**src/bskv_pkg.sv**
```systemverilog
// bskv_pkg: shared types and codes of the key/value byte store engine
// no dependencies; imported by the front, back and top level modules
package bskv_pkg;

  // function codes of an input item
  localparam logic [2:0] FN_LOOKUP = 3'd0;
  localparam logic [2:0] FN_ERASE  = 3'd1;
  localparam logic [2:0] FN_HOLE   = 3'd2;
  localparam logic [2:0] FN_WRITE  = 3'd3;
  localparam logic [2:0] FN_READ   = 3'd4;

  // result status codes
  localparam logic [1:0] ST_OK        = 2'd0;
  localparam logic [1:0] ST_NOT_FOUND = 2'd1;
  localparam logic [1:0] ST_NO_SPACE  = 2'd2;

  // configuration register indexes
  localparam int         CFG_IDX_W    = 1;
  localparam logic [0:0] CFG_DB_START = 1'b0;
  localparam logic [0:0] CFG_DB_END   = 1'b1;

  localparam logic [7:0] ERASED = 8'hFF;

  typedef enum logic [1:0] {
    CMD_KEY,
    CMD_HOLE,
    CMD_WRITE,
    CMD_READ
  } cmd_kind_t;

  typedef struct packed {
    cmd_kind_t   kind;
    logic        erase;
    logic        last;
    logic [7:0]  data;
    logic [9:0]  address;
    logic [10:0] hole_size;
  } cmd_t;

  typedef struct packed {
    logic valid;
    cmd_t cmd;
  } cmd_req_t;

  typedef struct packed {
    logic pop;
    logic clearing;
  } back_stat_t;

  typedef enum logic [3:0] {
    S_CLEAR,
    S_IDLE,
    S_RD_REQ,
    S_RD_USE,
    S_LK_TOP,
    S_SF_REQ,
    S_SF_USE,
    S_KM_TOP,
    S_KM_USE,
    S_PS_REQ,
    S_PS_USE,
    S_BL_REQ,
    S_BL_USE,
    S_HL_TOP
  } state_t;

  typedef enum logic [1:0] {
    SF_LOOKUP,
    SF_HOLE_START,
    SF_HOLE_END
  } sf_ctx_t;

  typedef enum logic [1:0] {
    PS_VALUE,
    PS_SKIP_KEY,
    PS_SKIP_VALUE
  } ps_ctx_t;

endpackage

```
**src/bskv_in_if.sv**
```systemverilog
// bskv_in_if: input channel of the engine, valid/ready with item payload
// no dependencies
interface bskv_in_if;
  logic        valid;
  logic        ready;
  logic [2:0]  func;
  logic [7:0]  data_byte;
  logic        last;
  logic [9:0]  address;
  logic [10:0] hole_size;

  modport source (output valid, func, data_byte, last, address, hole_size, input ready);
  modport sink (input valid, func, data_byte, last, address, hole_size, output ready);
endinterface

```
**src/bskv_front.sv**
```systemverilog
// bskv_front: accepts items, classifies them into commands, two-entry queue
// depends on bskv_pkg and bskv_in_if
module bskv_front (
  input  logic                 clk,
  input  logic                 rst_n,
  bskv_in_if.sink              in_ch,
  input  bskv_pkg::back_stat_t bstat,
  output bskv_pkg::cmd_req_t   req
);
  import bskv_pkg::*;

  cmd_t       q_r [2];
  logic       wptr_r, rptr_r;
  logic [1:0] cnt_r;
  cmd_t       cmd_in;
  logic       fn_ok;
  logic       accept, push;

  always_comb begin
    cmd_in.kind      = CMD_KEY;
    cmd_in.erase     = (in_ch.func == FN_ERASE);
    cmd_in.last      = in_ch.last;
    cmd_in.data      = in_ch.data_byte;
    cmd_in.address   = in_ch.address;
    cmd_in.hole_size = in_ch.hole_size;
    fn_ok            = 1'b1;
    unique case (in_ch.func) inside
      FN_LOOKUP, FN_ERASE: cmd_in.kind = CMD_KEY;
      FN_HOLE:             cmd_in.kind = CMD_HOLE;
      FN_WRITE:            cmd_in.kind = CMD_WRITE;
      FN_READ:             cmd_in.kind = CMD_READ;
      default:             fn_ok = 1'b0;  // unused codes are dropped
    endcase
  end

  assign in_ch.ready = !bstat.clearing && (cnt_r != 2'd2);
  assign accept      = in_ch.valid && in_ch.ready;
  assign push        = accept && fn_ok;

  assign req.valid = (cnt_r != 2'd0);
  assign req.cmd   = q_r[rptr_r];

  always_ff @(posedge clk) begin
    if (!rst_n) begin
      wptr_r <= 1'b0;
      rptr_r <= 1'b0;
      cnt_r  <= 2'd0;
    end else begin
      if (push) wptr_r <= !wptr_r;
      if (bstat.pop) rptr_r <= !rptr_r;
      cnt_r <= cnt_r + {1'b0, push} - {1'b0, bstat.pop};
    end
  end

  always_ff @(posedge clk) begin
    if (push) q_r[wptr_r] <= cmd_in;
  end

endmodule

```
**src/flat_wrapper.sv**
```systemverilog
// flat-port wrapper written by rule: the top's interface ports become plain ports
module bskv_front_flat import bskv_pkg::*;
  (clk, rst_n, bstat, req, in_ch_valid, in_ch_func, in_ch_data_byte, in_ch_last, in_ch_address, in_ch_hole_size, in_ch_ready);
  bskv_in_if in_ch_i ();
  input  logic clk;
  input  logic rst_n;
  input  bskv_pkg::back_stat_t bstat;
  output bskv_pkg::cmd_req_t req;
  input wire logic [$bits(in_ch_i.valid)-1:0] in_ch_valid;
  input wire logic [$bits(in_ch_i.func)-1:0] in_ch_func;
  input wire logic [$bits(in_ch_i.data_byte)-1:0] in_ch_data_byte;
  input wire logic [$bits(in_ch_i.last)-1:0] in_ch_last;
  input wire logic [$bits(in_ch_i.address)-1:0] in_ch_address;
  input wire logic [$bits(in_ch_i.hole_size)-1:0] in_ch_hole_size;
  output wire logic [$bits(in_ch_i.ready)-1:0] in_ch_ready;
  assign in_ch_i.valid = in_ch_valid;
  assign in_ch_i.func = in_ch_func;
  assign in_ch_i.data_byte = in_ch_data_byte;
  assign in_ch_i.last = in_ch_last;
  assign in_ch_i.address = in_ch_address;
  assign in_ch_i.hole_size = in_ch_hole_size;
  assign in_ch_ready = in_ch_i.ready;
  bskv_front u_core (.clk(clk), .rst_n(rst_n), .in_ch(in_ch_i), .bstat(bstat), .req(req));
endmodule
```
**config.mk**
```make
export PLATFORM = sky130hd
export DESIGN_NAME = bskv_front_flat
export DESIGN_NICKNAME = d
export VERILOG_FILES = /design/src/bskv_pkg.sv /design/src/bskv_in_if.sv /design/src/bskv_front.sv /design/src/flat_wrapper.sv
export SDC_FILE = /design/constraint.sdc
export NUM_CORES = 1
export LEC_CHECK = 0
export BUFFER_PORTS_ARGS = -buffer_cell sky130_fd_sc_hd__buf_2
export CORE_UTILIZATION = 25
export DETAILED_ROUTE_END_ITERATION = 8
export GPL_TIMING_DRIVEN = 0
export MAX_ROUTING_LAYER = met4
export PLACE_DENSITY = 0.43
export SYNTH_ARGS = -nofsm -noshare
export SYNTH_HDL_FRONTEND = slang
export SYNTH_SLANG_ARGS = --single-unit
```
**constraint.sdc**
```tcl
create_clock -name clk -period 2.02 [get_ports clk]
set_clock_uncertainty 0.2 [all_clocks]
set_input_delay 0.404 -clock clk [delete_from_list [all_inputs] [get_ports clk]]
set_output_delay 0.404 -clock clk [all_outputs]
set_load 0.03 [all_outputs]
```
==> flow_summary.yaml, run 1 <==
sta:
  fmax_mhz: 490
  finalSetupTns_ns: -0.136
  fin_crit_ns: 2.04
  relSlewSlack_pct: 61.7
  slew_violations: 0
  setup_ws_ns: -0.0196
  hold_violations: 0
  holdWs_ns: 0.0473
  min_period_over_period_pct: 101
  setup_viol: 13
  worst-slew-pin-transition_ns: 0.575
  rsz0062_at_grt: "true"
cts:
  cts_root_buf: "clkbuf_8"
  holdBufCountCts: 0
  cts_max_path_buffers: 2
  clock_latency_ns: 0.33
  cts_tree: "built"
  cts.clk_slew.worst_paths_ns: 0.08
  htreeDepth: 3
  numCtsBuffers: 9
  cts.sinks: 71
power_and_ir_drop:
  pwr_density_cell_nw_per_um2: 888
  swShare_pct: 25.0
  seq_power_share_pct: 49.6
  power_leakage_nw: 1.50
  switching_power_mw: 0.853
  clock_power_share_pct: 31.7
  power.internal_mw: 2.56
  ir_drop_mv: 0.317
  pwr-share-comb_pct: 18.6
die:
  die_x_um: 106
  rows: 37
  die_area_um2: 11200
  pin_count: 73
  die_y_um: 106
  core_area_um2: 10400
  start_util_pct: 25.9
detailed_routing:
  drt-met1-wl_um: 2240
  met2_length_um: 2440
  vias: 1451
  highest_layer: "met4"
  dr.first_iter.drc_count: 35
  drc: 0
  final_antenna_net_count: 0
  wl_met3_um: 241
  vias_per_cell: 4.01
  totalWireLength_um: 5040
  wl_per_cell_um: 13.9
  dr.pass1.iters: 4
layout:
  diodes: 0
  multiInputGateArea_um2: 683
  drive_gt1_share_pct: 58.8
  final.fill_count: 1005
  seqCellArea_um2: 2080
  area_growth_pct: 43.0
  fin_area_um2: 3840
  nets: 262
global_routing:
  grt_overflow: 0
  grt_pass1_vias: 1521
  grt_first_pass_wirelength_um: 7890
  grt_max_degree: 34
  gr-usage-all-layers_pct: 10.0
  antenna_found_initial: 0
yosys:
  synthesis.nets: 175
  yosysTopAreaCell: "edfxtp_1"
  yosysTopAreaCellShare_pct: 73.8
  postSynthCellCount: 135
  synth_area_per_cell_um2: 19.9
  synth_cell_types: 21
  synth-warning-count: 0
  syn_area_um2: 2690
  synth-seq-cells: 71
  synth_area_leaders: "edfxtp_1, mux2_1, dfxtp_1"
  ys_seq_area_share_pct: 77.5
worst_setup_path:
  crit_arrival_ns: 1.44
  r2r_slack_ns: 0.12
  critical_path_class: "register to output port"
  crit_path_start_kind: "register"
  cp-end-kind: "output port"
  cp.required_ns: 1.42
  crit_fanout: 10
placed_design:
  gp_congestion: 0.600
  portBuffers: 72
  dpl-instance-area_um2: 3220
  place_hpwl_um: 3040
run:
  maxCapViolations: 0
run_status:
  status: "finished with violations"
  violations: "setup timing"
worst_hold_path:
  hp-class: "input port to register"
[logic make-up after synthesis]
group / Yosys count / share of synthesized area, %
mux: 35 / 14.6
buf+inv: 7 / 1.86
xor+xnor: 3 / 0.978
simple gates: 15 / 3.77
fa+ha+maj: 2 / 0.931
compound gates: 2 / 0.372
flops: 71 / 77.5
[final timing paths]
| check | startpoint | end | cells past startpoint |
|---|---|---|---|
| max | register | req[11] | 4 |
| min | in_ch_data_byte[7] | u_core.q_r[1][28] | 1 |
| max reg2reg | u_core.cnt_r[1] | u_core.q_r[0][6] | 3 |
| min reg2reg | u_core.wptr_r | u_core.wptr_r | 2 |
[Yosys cell counts]
| cell | count |
|---|---|
| nor2b_4 | 1 |
| xor2_1 | 1 |
| buf_6 | 3 |
| nor3b_1 | 1 |
| o21ai_1 | 1 |
| xnor2_1 | 2 |
| a21oi_1 | 1 |
| mux2_1 | 33 |
| and4bb_4 | 1 |
| and2_1 | 2 |
| nand2_1 | 1 |
| nand2b_1 | 3 |
| inv_1 | 3 |
| edfxtp_1 | 66 |
| and2b_1 | 1 |
| nor2_1 | 4 |
| buf_2 | 1 |
| dfxtp_1 | 5 |
| or2_1 | 1 |
| mux2i_1 | 2 |
| ha_1 | 2 |
[metrics by stage]
| step | setup WS [ns] | std cells | util [%] | total power [mW] |
|---|---|---|---|---|
| after floorplan | 0.165 | 135 | - | 2.02 |
| after detailed placement | -0.297 | 343 | 31.0 | 2.17 |
| after CTS | -0.172 | 363 | 37.3 | 3.48 |
| final | -0.0196 | 362 | 37.0 | 3.41 |
| after global routing | -0.104 | 362 | 37.0 | 3.56 |
| after global placement | -0.326 | 343 | 31.0 | 2.17 |
[sequential cells by signal, indices dropped and copies added (netlist names), named ones only]
name	cells
u_core.q_r	66
u_core.cnt_r	2
u_core.rptr_r	1
u_core.wptr_r	1
[power groups by stage]
stage	Combinational, mW	Clock, mW	Sequential [mW]
after global placement	0.447	0	1.72
final	0.634	1.08	1.69
after detailed placement	0.449	0	1.72
after CTS	0.657	1.13	1.69
after global routing	0.676	1.18	1.70
after floorplan	0.306	0	1.72
[cell type report]
cell class / count / area share [%]
inverters: 3 / 0.293
well taps: 136 / 4.43
multi-input cells: 57 / 17.8
clock buffers: 9 / 3.22
repair buffers: 76 / 16.4
clock inverters: 6 / 1.60
plain buffers: 4 / 2.08
flip-flops and latches: 71 / 54.2
[layer usage]
layer	track usage, %	vias up
li1	-	687
met1	11.5	708
met2	15.5	45
met3	3.09	11
met4	5.65	0
met5	-	-
[cells in the final DEF, fill, tap and decap left out, drive strengths merged, types with 2 or more instances in the layout]
| master | count |
|---|---|
| nor2 | 4 |
| dfxtp | 5 |
| clkinv | 3 |
| and2 | 2 |
| mux2i | 2 |
| clkbuf | 9 |
| inv | 4 |
| nand2b | 3 |
| xnor2 | 2 |
| buf | 80 |
| mux2 | 33 |
| edfxtp | 66 |
| ha | 2 |
[what timing repair did]
item	CTS	global route
cloned	2	0
pin swaps	0	1
resized for setup	117	3
buffers inserted	3	1
endpoints found under the setup margin	99	99
[worst max-delay path, cell delays in order (launching register included)]
cell and delay, ns:
dfxtp_2 0.34, buf_12 0.14, buf_12 0.15, mux2_4 0.31, buf_6 0.14
Power figures use the tool's default switching activity.
==> inputs of run 2 (changes only) <==
Settings changed: CORE_UTILIZATION 25 to 30, PLACE_DENSITY 0.43 to 0.49.
==> flow_summary.yaml, run 2 (synthesized netlist as in run 1, its figures left out) <==
power_and_ir_drop:
  switching_power_mw: 0.849
  total_power_mw: 3.66
  ir_drop_mv: 0.394
  clock_power_share_pct: 36.3
  power.internal_mw: 2.81
  swShare_pct: 23.2
  pwr-share-comb_pct: 17.4
  pwr_density_cell_nw_per_um2: 948
  power_leakage_nw: 1.52
  seq_power_share_pct: 46.2
die:
  core_area_um2: 8680
  rows: 34
  start_util_pct: 31.0
  die_x_um: 96.6
  die_area_um2: 9340
  die_y_um: 96.6
  pin_count: 73
detailed_routing:
  dr.pass1.iters: 4
  wl_per_cell_um: 14.5
  vias_per_cell: 4.35
  totalWireLength_um: 4870
  final_antenna_net_count: 0
  vias: 1462
  drc: 0
  dr.first_iter.drc_count: 32
layout:
  largest_reg_flops: 66
  final.fill_count: 802
  nets: 263
  fin_util_pct: 44.5
  finalNonFillerCells: 336
  largest-register: "u_core.q_r"
  area_growth_pct: 43.7
  reg_top3: "u_core.q_r x66, u_core.cnt_r x2"
  fin_area_um2: 3860
  diodes: 0
  drive_gt1_share_pct: 57.5
  final_cell_mix: "edfxtp_1, buf_2, mux2_4"
  final_common_cell: "edfxtp_1"
worst_setup_path:
  cp.required_ns: 1.42
  r2r-start: "u_core.cnt_r[1]"
  crit_arrival_ns: 1.49
  critical_path_class: "register to output port"
  ff2ff_path_depth: 3
  crit_path_start_kind: "register"
  cp-end-kind: "output port"
  crit_fanout: 5
  r2r_end: "u_core.q_r[0][17]"
  crit_end: "req[31]"
  r2r_slack_ns: 0.09
global_routing:
  gr-usage-all-layers_pct: 11.3
  grt_pass1_vias: 1548
  grt_max_degree: 34
  antenna_found_initial: 0
  grt_first_pass_wirelength_um: 7750
  grt_overflow: 0
placed_design:
  dp.cells: 315
  gp_congestion: 0.630
  portBuffers: 72
  place_hpwl_um: 2900
  dpl-instance-area_um2: 3180
worst_hold_path:
  hp-class: "input port to register"
cts:
  holdBufCountCts: 0
  numCtsBuffers: 9
  cts_tree: "built"
  cts.sinks: 71
  htreeDepth: 3
  cts_max_path_buffers: 2
  cts_root_buf: "clkbuf_8"
  cts.clk_slew.worst_paths_ns: 0.08
  clock_latency_ns: 0.33
sta:
  min_period_over_period_pct: 104
  rsz0062_at_grt: "true"
  hold_violations: 0
  fmax_mhz: 477
  relSlewSlack_pct: 62.4
  worst-slew-pin-transition_ns: 0.565
  setup_viol: 20
  slew_violations: 0
  setup_ws_ns: -0.0747
  fin_crit_ns: 2.09
run_status:
  violations: "setup timing"
  status: "finished with violations"
run:
  maxCapViolations: 0
[run 2: cell count changes in the layout (fill, tap and decap cells not counted), sizes merged]
cell and change:
buf +1, bufinv +2, clkinv +1, clkinvlp -1, inv -1
[run 2: per-stage QoR]
step	worst slack, ns	hold slack, ns	setup TNS, ns
2_1_floorplan	0.165	0.247	0
3_3_place_gp	-0.302	0.255	-19.39
3_5_place_dp	-0.273	0.277	-17.82
4_1_cts	-0.157	0.0343	-11.56
5_1_grt	-0.112	0.0356	-2.38
6_report	-0.0747	0.0506	-1.22
[run 2: final cells by class]
| type | instances | area, um2 | share of cell area [%] |
|---|---|---|---|
| buffer | 4 | 70.1 | 1.81 |
| clock buffer | 9 | 124 | 3.21 |
| clock inverter | 7 | 111 | 2.88 |
| inverter | 3 | 11.3 | 0.292 |
| multi-input combinational | 57 | 676 | 17.5 |
| sequential | 71 | 2080 | 54.0 |
| tap | 108 | 135 | 3.50 |
| timing repair buffer | 77 | 651 | 16.9 |
[run 2: power by group through the flow]
stage	clock network, mW	registers, mW	logic (mW)
after global placement	0	1.72	0.442
final	1.33	1.69	0.638
after detailed placement	0	1.72	0.446
after global routing	1.41	1.70	0.677
after floorplan	0	1.72	0.306
after CTS	1.37	1.69	0.638
[run 2: worst min path at each step]
stage	slack [ns]	start	endpoint	cells past startpoint
after detailed placement	0.28	u_core.wptr_r	u_core.wptr_r	2
after CTS	0.03	in_ch_data_byte[7]	u_core.q_r[1][28]	1
after global placement	0.26	u_core.wptr_r	u_core.wptr_r	2
final	0.05	in_ch_data_byte[3]	u_core.q_r[0][24]	1
after floorplan	0.25	u_core.wptr_r	u_core.wptr_r	2
after global routing	0.04	in_ch_data_byte[4]	u_core.q_r[1][25]	1
[run 2: timing repair]
action | in CTS | in global routing
endpoints found under the setup margin | 96 | 99
gates cloned | 2 | 0
buffers inserted | 2 | 2
resized for setup | 106 | 3
[run 2: worst max-delay path: stages, from the launching register on]
cell and delay (ns):
dfxtp_2 0.32, buf_8 0.13, buf_12 0.13, buf_8 0.13, mux2_4 0.31, buf_6 0.14
[run 2: metal layers]
metal  share of wire [%]  vias up  track usage (%)
met3                 5.3        7             3.25
met4                 1.5        0             5.86
met5                   0        -                -
met1                  46      717             13.8
met2                  48       50             17.2
li1                    -      688                -
==> inputs of run 3 (changes only) <==
Settings changed: GPL_TIMING_DRIVEN 0 to default.
==> flow_summary.yaml, run 3 (synthesized netlist as in run 1, its figures left out) <==
run_status:
  status: "finished with violations"
  violations: "setup timing"
placed_design:
  dp.cells: 319
  place_hpwl_um: 3160
  portBuffers: 72
  gp_congestion: 0.681
worst_setup_path:
  crit_chain: "buf_12, mux2_1, buf_2"
  cp_num_buf_inv: 2
  cp_slowest_cell: "dfxtp_4"
  cp.required_ns: 1.42
  path_depth: 3
  path_delay_family: "flip-flops"
  cp-end-kind: "output port"
  crit_fanout: 14
  r2r_end: "u_core.q_r[1][9]"
  r2r-start: "u_core.cnt_r[1]"
  crit_arrival_ns: 1.42
  r2r_slack_ns: 0.30
  ff2ff_path_depth: 4
  critPathMaxStageDelay_ns: 0.40
  crit_end: "req[25]"
  crit_path_start_kind: "register"
  critical_path_class: "register to output port"
layout:
  fin_util_pct: 42.8
  finalNonFillerCells: 336
  largest-register: "u_core.q_r"
  final_common_cell: "edfxtp_1"
  final.fill_count: 793
  diodes: 0
  nets: 263
  largest_reg_flops: 66
  final_cell_mix: "edfxtp_1, buf_2, mux2_4, buf_6, mux2_1"
  drive_gt1_share_pct: 54.4
  area_growth_pct: 38.2
  reg_top3: "u_core.q_r x66, u_core.cnt_r x2"
power_and_ir_drop:
  clock_power_share_pct: 29.6
  pwr-share-comb_pct: 17.8
  total_power_mw: 3.22
  seq_power_share_pct: 52.7
  pwr_density_cell_nw_per_um2: 867
  switching_power_mw: 0.829
  ir_drop_mv: 0.283
  power_leakage_nw: 1.44
  power.internal_mw: 2.39
  swShare_pct: 25.7
global_routing:
  grt_pass1_vias: 1461
  grt_overflow: 0
  use_met1_pct: 13.1
  grt_first_pass_wirelength_um: 7270
  grt_util_met2_pct: 16.5
  grt.busiest_layer: "met2"
  antenna_found_initial: 0
  gr-usage-all-layers_pct: 10.9
  grtUsageMet3_pct: 3.83
  grt_max_degree: 20
cts:
  cts_root_buf: "clkbuf_8"
  cts.clk_slew.worst_paths_ns: 0.08
  htreeDepth: 3
  cts_max_path_buffers: 2
  clock_latency_ns: 0.33
  holdBufCountCts: 0
  cts.sinks: 71
  cts_tree: "built"
  numCtsBuffers: 9
detailed_routing:
  dr.pass1.iters: 4
  drc: 0
  vias: 1440
  vias_per_cell: 4.29
  wl_per_cell_um: 14.2
  totalWireLength_um: 4770
  final_antenna_net_count: 0
  dr.first_iter.drc_count: 42
sta:
  holdWs_ns: 0.0568
  slew_violations: 0
  rsz0062_at_grt: "true"
  setup_ws_ns: -0.00656
  hold_violations: 0
  relSlewSlack_pct: 81.6
  fin_crit_ns: 2.03
  min_period_over_period_pct: 100
  setup_viol: 1
  fmax_mhz: 493
  finalSetupTns_ns: -0.00656
  worst-slew-pin-transition_ns: 0.275
worst_hold_path:
  hp-class: "input port to register"
die:
  die_x_um: 96.6
  die_area_um2: 9340
  pin_count: 73
  start_util_pct: 31.0
  die_y_um: 96.6
  rows: 34
  core_area_um2: 8680
run:
  maxCapViolations: 0
==> run 3: cell count changes in the layout (fill, tap and decap cells not counted), sizes merged <==
cell      change
buf           -1
clkinvlp      +2
inv           +2
bufinv        -3
clkinv        -1
clkbuf        +1
==> run 3: routing by layer <==
layer | vias up | wire length (um)
met3 | 6 | 280
li1 | 690 | -
met1 | 693 | 2150
met2 | 51 | 2280
met5 | - | 0
met4 | 0 | 61
==> run 3: through the flow <==
step	cell area [um2]	setup slack [ns]
finish	3710	-0.00656
global route	3710	-0.0765
CTS	3540	-0.0409
detailed placement	3280	0.171
global placement	3280	0.180
floorplan	2690	0.165
==> run 3: what timing repair did <==
| action | in CTS | in global routing |
|---|---|---|
| gates resized for setup | 33 | 40 |
| endpoints found under the setup margin | 27 | 28 |
| cloned | 0 | 1 |
| pin swaps | 0 | 0 |
| endpoints found under the hold margin | 0 | 0 |
| buffers inserted | 0 | 0 |
==> run 3: power by group through the flow <==
| stage | Combinational (mW) | Sequential (mW) | Clock (mW) |
|---|---|---|---|
| final | 0.572 | 1.70 | 0.952 |
| after global routing | 0.610 | 1.70 | 1.04 |
| after CTS | 0.510 | 1.69 | 0.999 |
| after detailed placement | 0.468 | 1.73 | 0 |
| after global placement | 0.466 | 1.72 | 0 |
| after floorplan | 0.306 | 1.72 | 0 |
==> run 3: cell type report <==
class	instances	area, um2	area share, %
Clock buffer	9	124	3.34
Clock inverter	7	46.3	1.25
Inverter	3	11.3	0.303
Multi-Input combinational cell	57	643	17.3
Sequential cell	71	2090	56.2
Tap cell	108	135	3.64
Timing Repair Buffer	81	667	18.0
==> run 3: worst min-delay path by stage <==
stage                       start           endpoint  slack [ns]  cells after the start
2_1_floorplan       u_core.wptr_r      u_core.wptr_r        0.25                      2
3_3_place_gp        u_core.wptr_r      u_core.wptr_r        0.26                      2
4_1_cts        in_ch_data_byte[1]  u_core.q_r[1][22]        0.03                      1
5_1_grt        in_ch_data_byte[1]  u_core.q_r[1][22]        0.03                      1
3_5_place_dp        u_core.wptr_r      u_core.wptr_r        0.27                      2
6_report       in_ch_data_byte[1]  u_core.q_r[1][22]        0.06                      1
